File: src/hdl/pfla_pkg.sv
`timescale 1ns / 1ps

package pfla_pkg;

  localparam int unsigned PAGE_W     = 12;
  localparam int unsigned COUNT_W    = 13;
  localparam int unsigned LINK_DEPTH = 4096;
  localparam int unsigned MAX_PAGES  = 4096;
  localparam int unsigned INIT_PAGES = 256;

  localparam int unsigned PAGE_LIMIT = (MAX_PAGES < LINK_DEPTH) ? MAX_PAGES : LINK_DEPTH;
  localparam int unsigned INIT_EFF   = (INIT_PAGES < LINK_DEPTH) ? INIT_PAGES : LINK_DEPTH;

  localparam logic [PAGE_W-1:0]  INIT_HEAD  = PAGE_W'(INIT_EFF - 1);
  localparam logic [COUNT_W-1:0] INIT_COUNT = COUNT_W'(INIT_EFF);
  localparam logic [COUNT_W:0]   LIMIT_EXT  = (COUNT_W + 1)'(PAGE_LIMIT);

  localparam logic CMD_ALLOC = 1'b0;
  localparam logic CMD_FREE  = 1'b1;

  typedef enum logic [1:0] {
    STATUS_OK       = 2'd0,
    STATUS_FULL     = 2'd1,
    STATUS_BAD_FREE = 2'd2
  } status_e;

  typedef enum logic [2:0] {
    ST_INIT,
    ST_IDLE,
    ST_LOOKUP,
    ST_GROW
  } state_e;

  // controller -> datapath
  typedef struct packed {
    logic free_push;
    logic load_bad;
    logic load_full;
    logic pop_done;
    logic grow_start;
    logic sweep_step;
    logic grow_done;
  } dp_cmd_t;

  // datapath -> controller
  typedef struct packed {
    logic head_empty;
    logic grow_blocked;
    logic free_bad;
    logic sweep_last;
  } dp_stat_t;

endpackage

File: src/hdl/pfla_ctrl.sv
`timescale 1ns / 1ps

module pfla_ctrl import pfla_pkg::*; (
  input  logic     clk_i,
  input  logic     rst_ni,
  input  logic     in_valid_i,
  output logic     in_ready_o,
  input  logic     cmd_i,
  output logic     out_valid_o,
  input  logic     out_ready_i,
  output dp_cmd_t  dp_cmd_o,
  input  dp_stat_t dp_stat_i
);

  state_e state_q, state_d;
  logic   out_valid_q, out_valid_d;
  logic   accept;
  logic   out_load;

  assign in_ready_o = (state_q == ST_IDLE) && (!out_valid_q || out_ready_i);
  assign accept     = in_valid_i && in_ready_o;

  always_comb begin
    state_d  = state_q;
    dp_cmd_o = '0;
    unique case (state_q)
      ST_INIT: begin
        dp_cmd_o.sweep_step = 1'b1;
        if (dp_stat_i.sweep_last) begin
          state_d = ST_IDLE;
        end
      end
      ST_IDLE: begin
        if (accept) begin
          if (cmd_i == CMD_FREE) begin
            if (dp_stat_i.free_bad) begin
              dp_cmd_o.load_bad = 1'b1;
            end else begin
              dp_cmd_o.free_push = 1'b1;
            end
          end else if (!dp_stat_i.head_empty) begin
            state_d = ST_LOOKUP;
          end else if (dp_stat_i.grow_blocked) begin
            dp_cmd_o.load_full = 1'b1;
          end else begin
            dp_cmd_o.grow_start = 1'b1;
            state_d             = ST_GROW;
          end
        end
      end
      ST_LOOKUP: begin
        dp_cmd_o.pop_done = 1'b1;
        state_d           = ST_IDLE;
      end
      ST_GROW: begin
        dp_cmd_o.sweep_step = 1'b1;
        if (dp_stat_i.sweep_last) begin
          dp_cmd_o.grow_done = 1'b1;
          state_d            = ST_IDLE;
        end
      end
      default: begin
        state_d = ST_IDLE;
      end
    endcase
  end

  assign out_load = dp_cmd_o.free_push | dp_cmd_o.load_bad | dp_cmd_o.load_full |
                    dp_cmd_o.pop_done | dp_cmd_o.grow_done;

  always_comb begin
    out_valid_d = out_valid_q;
    if (out_valid_q && out_ready_i) begin
      out_valid_d = 1'b0;
    end
    if (out_load) begin
      out_valid_d = 1'b1;
    end
  end

  always_ff @(posedge clk_i or negedge rst_ni) begin
    if (!rst_ni) begin
      state_q     <= ST_INIT;
      out_valid_q <= 1'b0;
    end else begin
      state_q     <= state_d;
      out_valid_q <= out_valid_d;
    end
  end

  assign out_valid_o = out_valid_q;

  // a new result never overwrites one that is still waiting
  a_no_overwrite: assert property (@(posedge clk_i) disable iff (!rst_ni)
    out_load |-> (!out_valid_q || out_ready_i))
    else $error("result register overwritten");

  // lookup and growth finish into an empty output slot
  a_slot_free: assert property (@(posedge clk_i) disable iff (!rst_ni)
    (state_q == ST_LOOKUP || state_q == ST_GROW) |-> !out_valid_q)
    else $error("output slot busy during multi-cycle allocate");

  // a pop from a non-empty list goes through the link lookup
  a_pop_lookup: assert property (@(posedge clk_i) disable iff (!rst_ni)
    (accept && cmd_i == CMD_ALLOC && !dp_stat_i.head_empty) |=> state_q == ST_LOOKUP)
    else $error("allocate skipped link lookup");

  // nothing is accepted outside the idle state
  a_accept_idle: assert property (@(posedge clk_i) disable iff (!rst_ni)
    (state_q == ST_INIT || state_q == ST_GROW) |-> !in_ready_o)
    else $error("input accepted during link sweep");

endmodule

File: config.mk
export PLATFORM = sky130hd
export DESIGN_NAME = pfla_ctrl
export DESIGN_NICKNAME = d
export VERILOG_FILES = /design/src/hdl/pfla_pkg.sv /design/src/hdl/pfla_ctrl.sv
export SDC_FILE = /design/constraint.sdc
export NUM_CORES = 1
export LEC_CHECK = 0
export BUFFER_PORTS_ARGS = -buffer_cell sky130_fd_sc_hd__clkbuf_2
export CORE_AREA = 2 2 39 41
export CTS_CLUSTER_DIAMETER = 100
export DETAILED_ROUTE_END_ITERATION = 10
export DIE_AREA = 0 0 41 43
export SYNTH_ARGS = -nofsm -noshare
export SYNTH_HDL_FRONTEND = slang
export SYNTH_SLANG_ARGS = --single-unit
File: constraint.sdc
create_clock -name clk_i -period 3.3 [get_ports clk_i]
set_input_delay 0 -clock clk_i [delete_from_list [all_inputs] [get_ports clk_i]]
set_output_delay 0 -clock clk_i [all_outputs]
set_load 0.01 [all_outputs]
==> metrics.cfg, run 1 <==
[power_and_ir_drop]
p_per_area_mw_per_mm2 = 720
leakage_nw = 0.237
ir_worst_vdd_uv = 401
combPwrFrac = 0.551
p_switching_uw = 129
power_frac_seq = 0.224
pwr-share-clk = 0.225
internal-power_uw = 171
swShare = 0.429

[clocking]
path_clk_slew_ps = 40
clockRootBuffer = clkbuf_4
cts_tree = yes
cts_setup_buffers = 0
cts_resized = 0
numClockSinks = 3
clk_path_buf_depth = 2
hold_buffers = 1
numCtsBuffers = 3
cts_max_level = 1
clk_latency_ps = 240

[global_route]
met2_usage = 0.147
grt_first_pass_wirelength_mm = 1.15
grtUsageMet1 = 0.119
antenna_found_initial = 0
grt.overflow.total = 0
grt_pass1_vias = 303
grt.busiest_layer = met2
use_met3 = 0.0471
grt_start_max_net_pins = 7
grt_util_all_layers = 0.103

[synth]
synth_fp_nets = 47
syn_area_um2 = 275
synth-seq-cells = 3
yosys_warnings = 0
yosysSeqAreaShare = 0.273
ys_types = 17
synthCells = 35
avgSynthCellArea_um2 = 7.86

[timing]
maxSlewHeadroom = 0.826
max_freq_mhz = 628
hold_viol_final = 0
timing.hold.ws_ps = 93.7
setup_slack_ps = 1710
min_period_ps = 1590
skew_ps = 0.852
fin_crit_sh = 0.482
slew_viol_final = 0
setup-tns-final_ps = 0
tightest_slew_ps = 258
setup_viol = 0
rsz0062_at_grt = no

[floorplanning]
die_area_mm2 = 0.00176
core_area_mm2 = 0.00138
die_h_um = 43
num_rows = 14
start_util = 0.199
die_w_um = 41
io-pin-count = 18

[place]
dp.cells = 68
pre_cts_ws_ps = 1960
hpwl_um = 600
portBuffers = 17
gp_congestion = 0.792

[cells_and_area]
final-instance-count-excl-fill = 73
layout-drive-gt1-share = 0.386
mostFrequentLayoutCell = clkbuf_2
insertedDiodeCount = 0
area_growth_pct = 51.4
fill_cells = 157
final_core_util = 0.301
mostFrequentLayoutCells = 17 x clkbuf_2, 6 x nor2_1
fin_nets = 70

[worst_hold_path]
worstHoldPathType = in2async

[detailed_routing]
routed_wl_um = 729
drc = 0
drt_iter0_drc = 7
viasPerCell = 4.42
final_antenna_net_count = 0
wl_per_cell_um = 9.99
first_pass_iters = 4
num_vias = 323

[worst_setup_path]
critPathKind = reg2out
worst_setup_path_start_kind = register
required_ps = 3300
arrival_ps = 1590
cp_max_fo = 4
setup.worst_path.end_class = primary output

[outcome]
outcome = complete, no violations

[run]
cap_violations = 0

[per-layer routing]
| layer | part of all wire | wire, um | vias to the layer above |
|---|---|---|---|
| met5 | 0 | 0 | - |
| met4 | 0.019 | 14 | 0 |
| met3 | 0.073 | 53 | 2 |
| met2 | 0.49 | 356 | 10 |
| met1 | 0.42 | 305 | 145 |
| li1 | - | - | 166 |
[registers in the layout (all words and copies together) (netlist names)]
register / count
out_valid_o: 1
state_q: 2
[worst max-delay path, stage by stage (launching register included)]
cell	delay, ps
dfrtp_1	400
inv_1	90
ha_1	190
nand2_1	100
nor3_1	230
and4_1	220
clkbuf_2	120
[worst paths after layout]
| check | from | end | slack [ps] | depth (start not counted) |
|---|---|---|---|---|
| min in group clk_i | dp_stat_i[0] | out_valid_o | 110 | 3 |
| max reg2reg | state_q[1] | out_valid_o | 1930 | 5 |
| max | state_q[1] | dp_cmd_o[4] | 1710 | 6 |
| min reg2reg | state_q[0] | state_q[0] | 640 | 2 |
| min | rst_ni | out_valid_o | 90 | 2 |
| max in group asynchronous | rst_ni | state_q[0] | 3090 | 2 |
[final cells by class]
type                    count  area [um^2]  area share
multi-input cells          29          189       0.453
repair buffers             18         95.1       0.228
flip-flops and latches      3         75.1       0.180
clock buffers               4         26.3      0.0631
well taps                  16         20.0      0.0480
inverters                   3         11.3      0.0270
[kinds of logic after synthesis]
group | after synthesis | share of synthesized area
buf+inv | 3 | 0.0409
flops | 3 | 0.273
fa+ha+maj | 3 | 0.136
simple gates | 21 | 0.436
compound gates | 5 | 0.114
[cell usage after synthesis]
master | count | area [um^2]
a21boi_1 | 1 | 7.51
a21oi_1 | 3 | 15.0
a31o_2 | 1 | 8.76
and2_1 | 2 | 12.5
and3_1 | 2 | 12.5
and4_1 | 1 | 8.76
dfrtp_1 | 3 | 75.1
ha_1 | 3 | 37.5
inv_1 | 3 | 11.3
nand2_1 | 2 | 7.51
nand2b_1 | 2 | 12.5
nand3_1 | 1 | 5.00
nand4_1 | 2 | 12.5
nor2_1 | 6 | 22.5
nor2b_4 | 1 | 13.8
nor3_1 | 1 | 5.00
or4_1 | 1 | 7.51
[power by group through the flow]
stage | combinational [mW] | sequential [mW] | clock (mW)
finish | 0.165 | 0.0672 | 0.0674
global route | 0.189 | 0.0697 | 0.0724
CTS | 0.167 | 0.0671 | 0.0697
detailed placement | 0.164 | 0.0685 | 0
global placement | 0.164 | 0.0677 | 0
floorplan | 0.107 | 0.0684 | 0
[per-stage QoR]
stage	area (um^2)	total power, mW
2_1_floorplan	275	0.175
3_3_place_gp	380	0.231
3_5_place_dp	380	0.233
4_1_cts	417	0.304
5_1_grt	417	0.331
6_report	417	0.300
Note: power is estimated with default switching activity, not from simulation.
==> run 2: changes to the inputs <==
clock period = 1.45 ns   (was 3.3 ns; I/O delays follow)
==> metrics.cfg, run 2 (synthesis results as in run 1) <==
[cells_and_area]
largest_reg_flops = 2
final_cell_area_um2 = 500
mostFrequentLayoutCell = clkbuf_2
area_growth_pct = 81.8
insertedDiodeCount = 0
mostFrequentLayoutCells = 15 x clkbuf_2, 6 x nor2_1, 3 x a21oi_1, 3 x clkbuf_4, 3 x buf_4
fin_nets = 75
layout-drive-gt1-share = 0.565
fill_cells = 149
seqCellArea_um2 = 76.3
final_core_util = 0.362
top_register = state_q
multi_input_area_um2 = 226

[detailed_routing]
final_antenna_net_count = 0
wl_per_cell_um = 10.3
viasPerCell = 4.41
num_vias = 344
drt_iter0_drc = 6
routed_wl_um = 807
first_pass_iters = 3
drc = 0

[worst_setup_path]
path_cells = buf_6, ha_4, and2_4, or4_1
critPathTopFamily = simple AND/OR/NAND/NOR gates
ff2ff_setup_slack_ps = 20
cp-endpoint = out_valid_o
path_buf_inv = 1
ff2ff_path_depth = 4
reg2reg_to = out_valid_o
required_ps = 1550
cpPeakStageDelay_ps = 510
cp_max_fo = 2
slowest_stage = or4_1
path_depth = 4
setup.worst_path.end_class = register
crit_start = state_q[1]
critPathKind = reg2reg
worst_setup_path_start_kind = register
arrival_ps = 1540
r2r_start = state_q[1]

[timing]
fin_crit_sh = 0.989
skew_ps = 1.33
setup_viol = 0
hold_viol_final = 0
rsz0062_at_grt = yes
max_freq_mhz = 697
maxSlewHeadroom = 0.885
slew_viol_final = 0
min_period_ps = 1430
tightest_slew_ps = 171
setup-tns-final_ps = 0

[power_and_ir_drop]
pwr-share-clk = 0.177
internal-power_uw = 510
p_switching_uw = 347
swShare = 0.405
leakage_nw = 0.272
p_per_area_mw_per_mm2 = 1710
ir_worst_vdd_uv = 994
power_frac_seq = 0.197
combPwrFrac = 0.626

[place]
gp_congestion = 0.792
dpl_cell_area_um2 = 380
portBuffers = 17
hpwl_um = 600

[floorplanning]
die_h_um = 43
die_w_um = 41
start_util = 0.199
num_rows = 14
core_area_mm2 = 0.00138
io-pin-count = 18
die_area_mm2 = 0.00176

[clocking]
cts_tree = yes
numCtsBuffers = 3
clk_latency_ps = 240
cts_max_level = 1
clk_path_buf_depth = 2
numClockSinks = 3
path_clk_slew_ps = 40
clockRootBuffer = clkbuf_4

[global_route]
grt_pass1_vias = 355
use_met3 = 0.0471
grt_start_max_net_pins = 7
met2_usage = 0.163
grt.busiest_layer = met2
grtUsageMet1 = 0.123
grt.overflow.total = 0
grt_util_all_layers = 0.114
antenna_found_initial = 0
grt_first_pass_wirelength_mm = 1.30

[outcome]
outcome = complete, no violations

[worst_hold_path]
worstHoldPathType = in2async

[run]
cap_violations = 0

## run 2: per-layer routing
metal  part of all wire  wire length, um
met3              0.058               47
met4                  0                0
met2               0.53              429
met5                  0                0
met1               0.41              330
## run 2: worst min path at each step
stage	startpoint	to	slack, ps
floorplan	rst_ni	out_valid_o	-300
global placement	rst_ni	out_valid_o	-200
detailed placement	rst_ni	out_valid_o	-200
CTS	rst_ni	out_valid_o	90
global route	rst_ni	state_q[1]	110
finish	rst_ni	out_valid_o	100
## run 2: per-stage QoR
stage / hold WS (ps) / power, mW / setup slack (ps) / instances
after floorplan: -296 / 0.399 / 122 / 35
after global placement: -196 / 0.527 / 113 / 68
after detailed placement: -196 / 0.530 / 108 / 68
after CTS: 88.6 / 0.775 / 21.6 / 76
after global routing: 109 / 0.938 / -18.0 / 78
final: 95.7 / 0.858 / 16.0 / 78
## run 2: final cells by class
cell class / instances / area share
Inverter: 3 / 0.0225
Sequential cell: 3 / 0.153
Clock buffer: 4 / 0.0525
Multi-Input combinational cell: 29 / 0.452
Tap cell: 16 / 0.0400
Timing Repair Buffer: 23 / 0.280
## run 2: power groups by stage
stage | clock network [mW] | logic (mW) | registers, mW
2_1_floorplan | 0 | 0.243 | 0.156
3_3_place_gp | 0 | 0.372 | 0.154
3_5_place_dp | 0 | 0.374 | 0.156
4_1_cts | 0.159 | 0.459 | 0.157
5_1_grt | 0.165 | 0.597 | 0.176
6_report | 0.151 | 0.537 | 0.169
## run 2: what timing repair did
action | 4_1_cts | 5_1_grt
hold endpoints to repair | 3 | 0
hold buffers | 1 | 0
pin swaps | 1 | 4
resized for setup | 5 | 9
setup endpoints to repair | 1 | 5
buffers inserted | 3 | 2
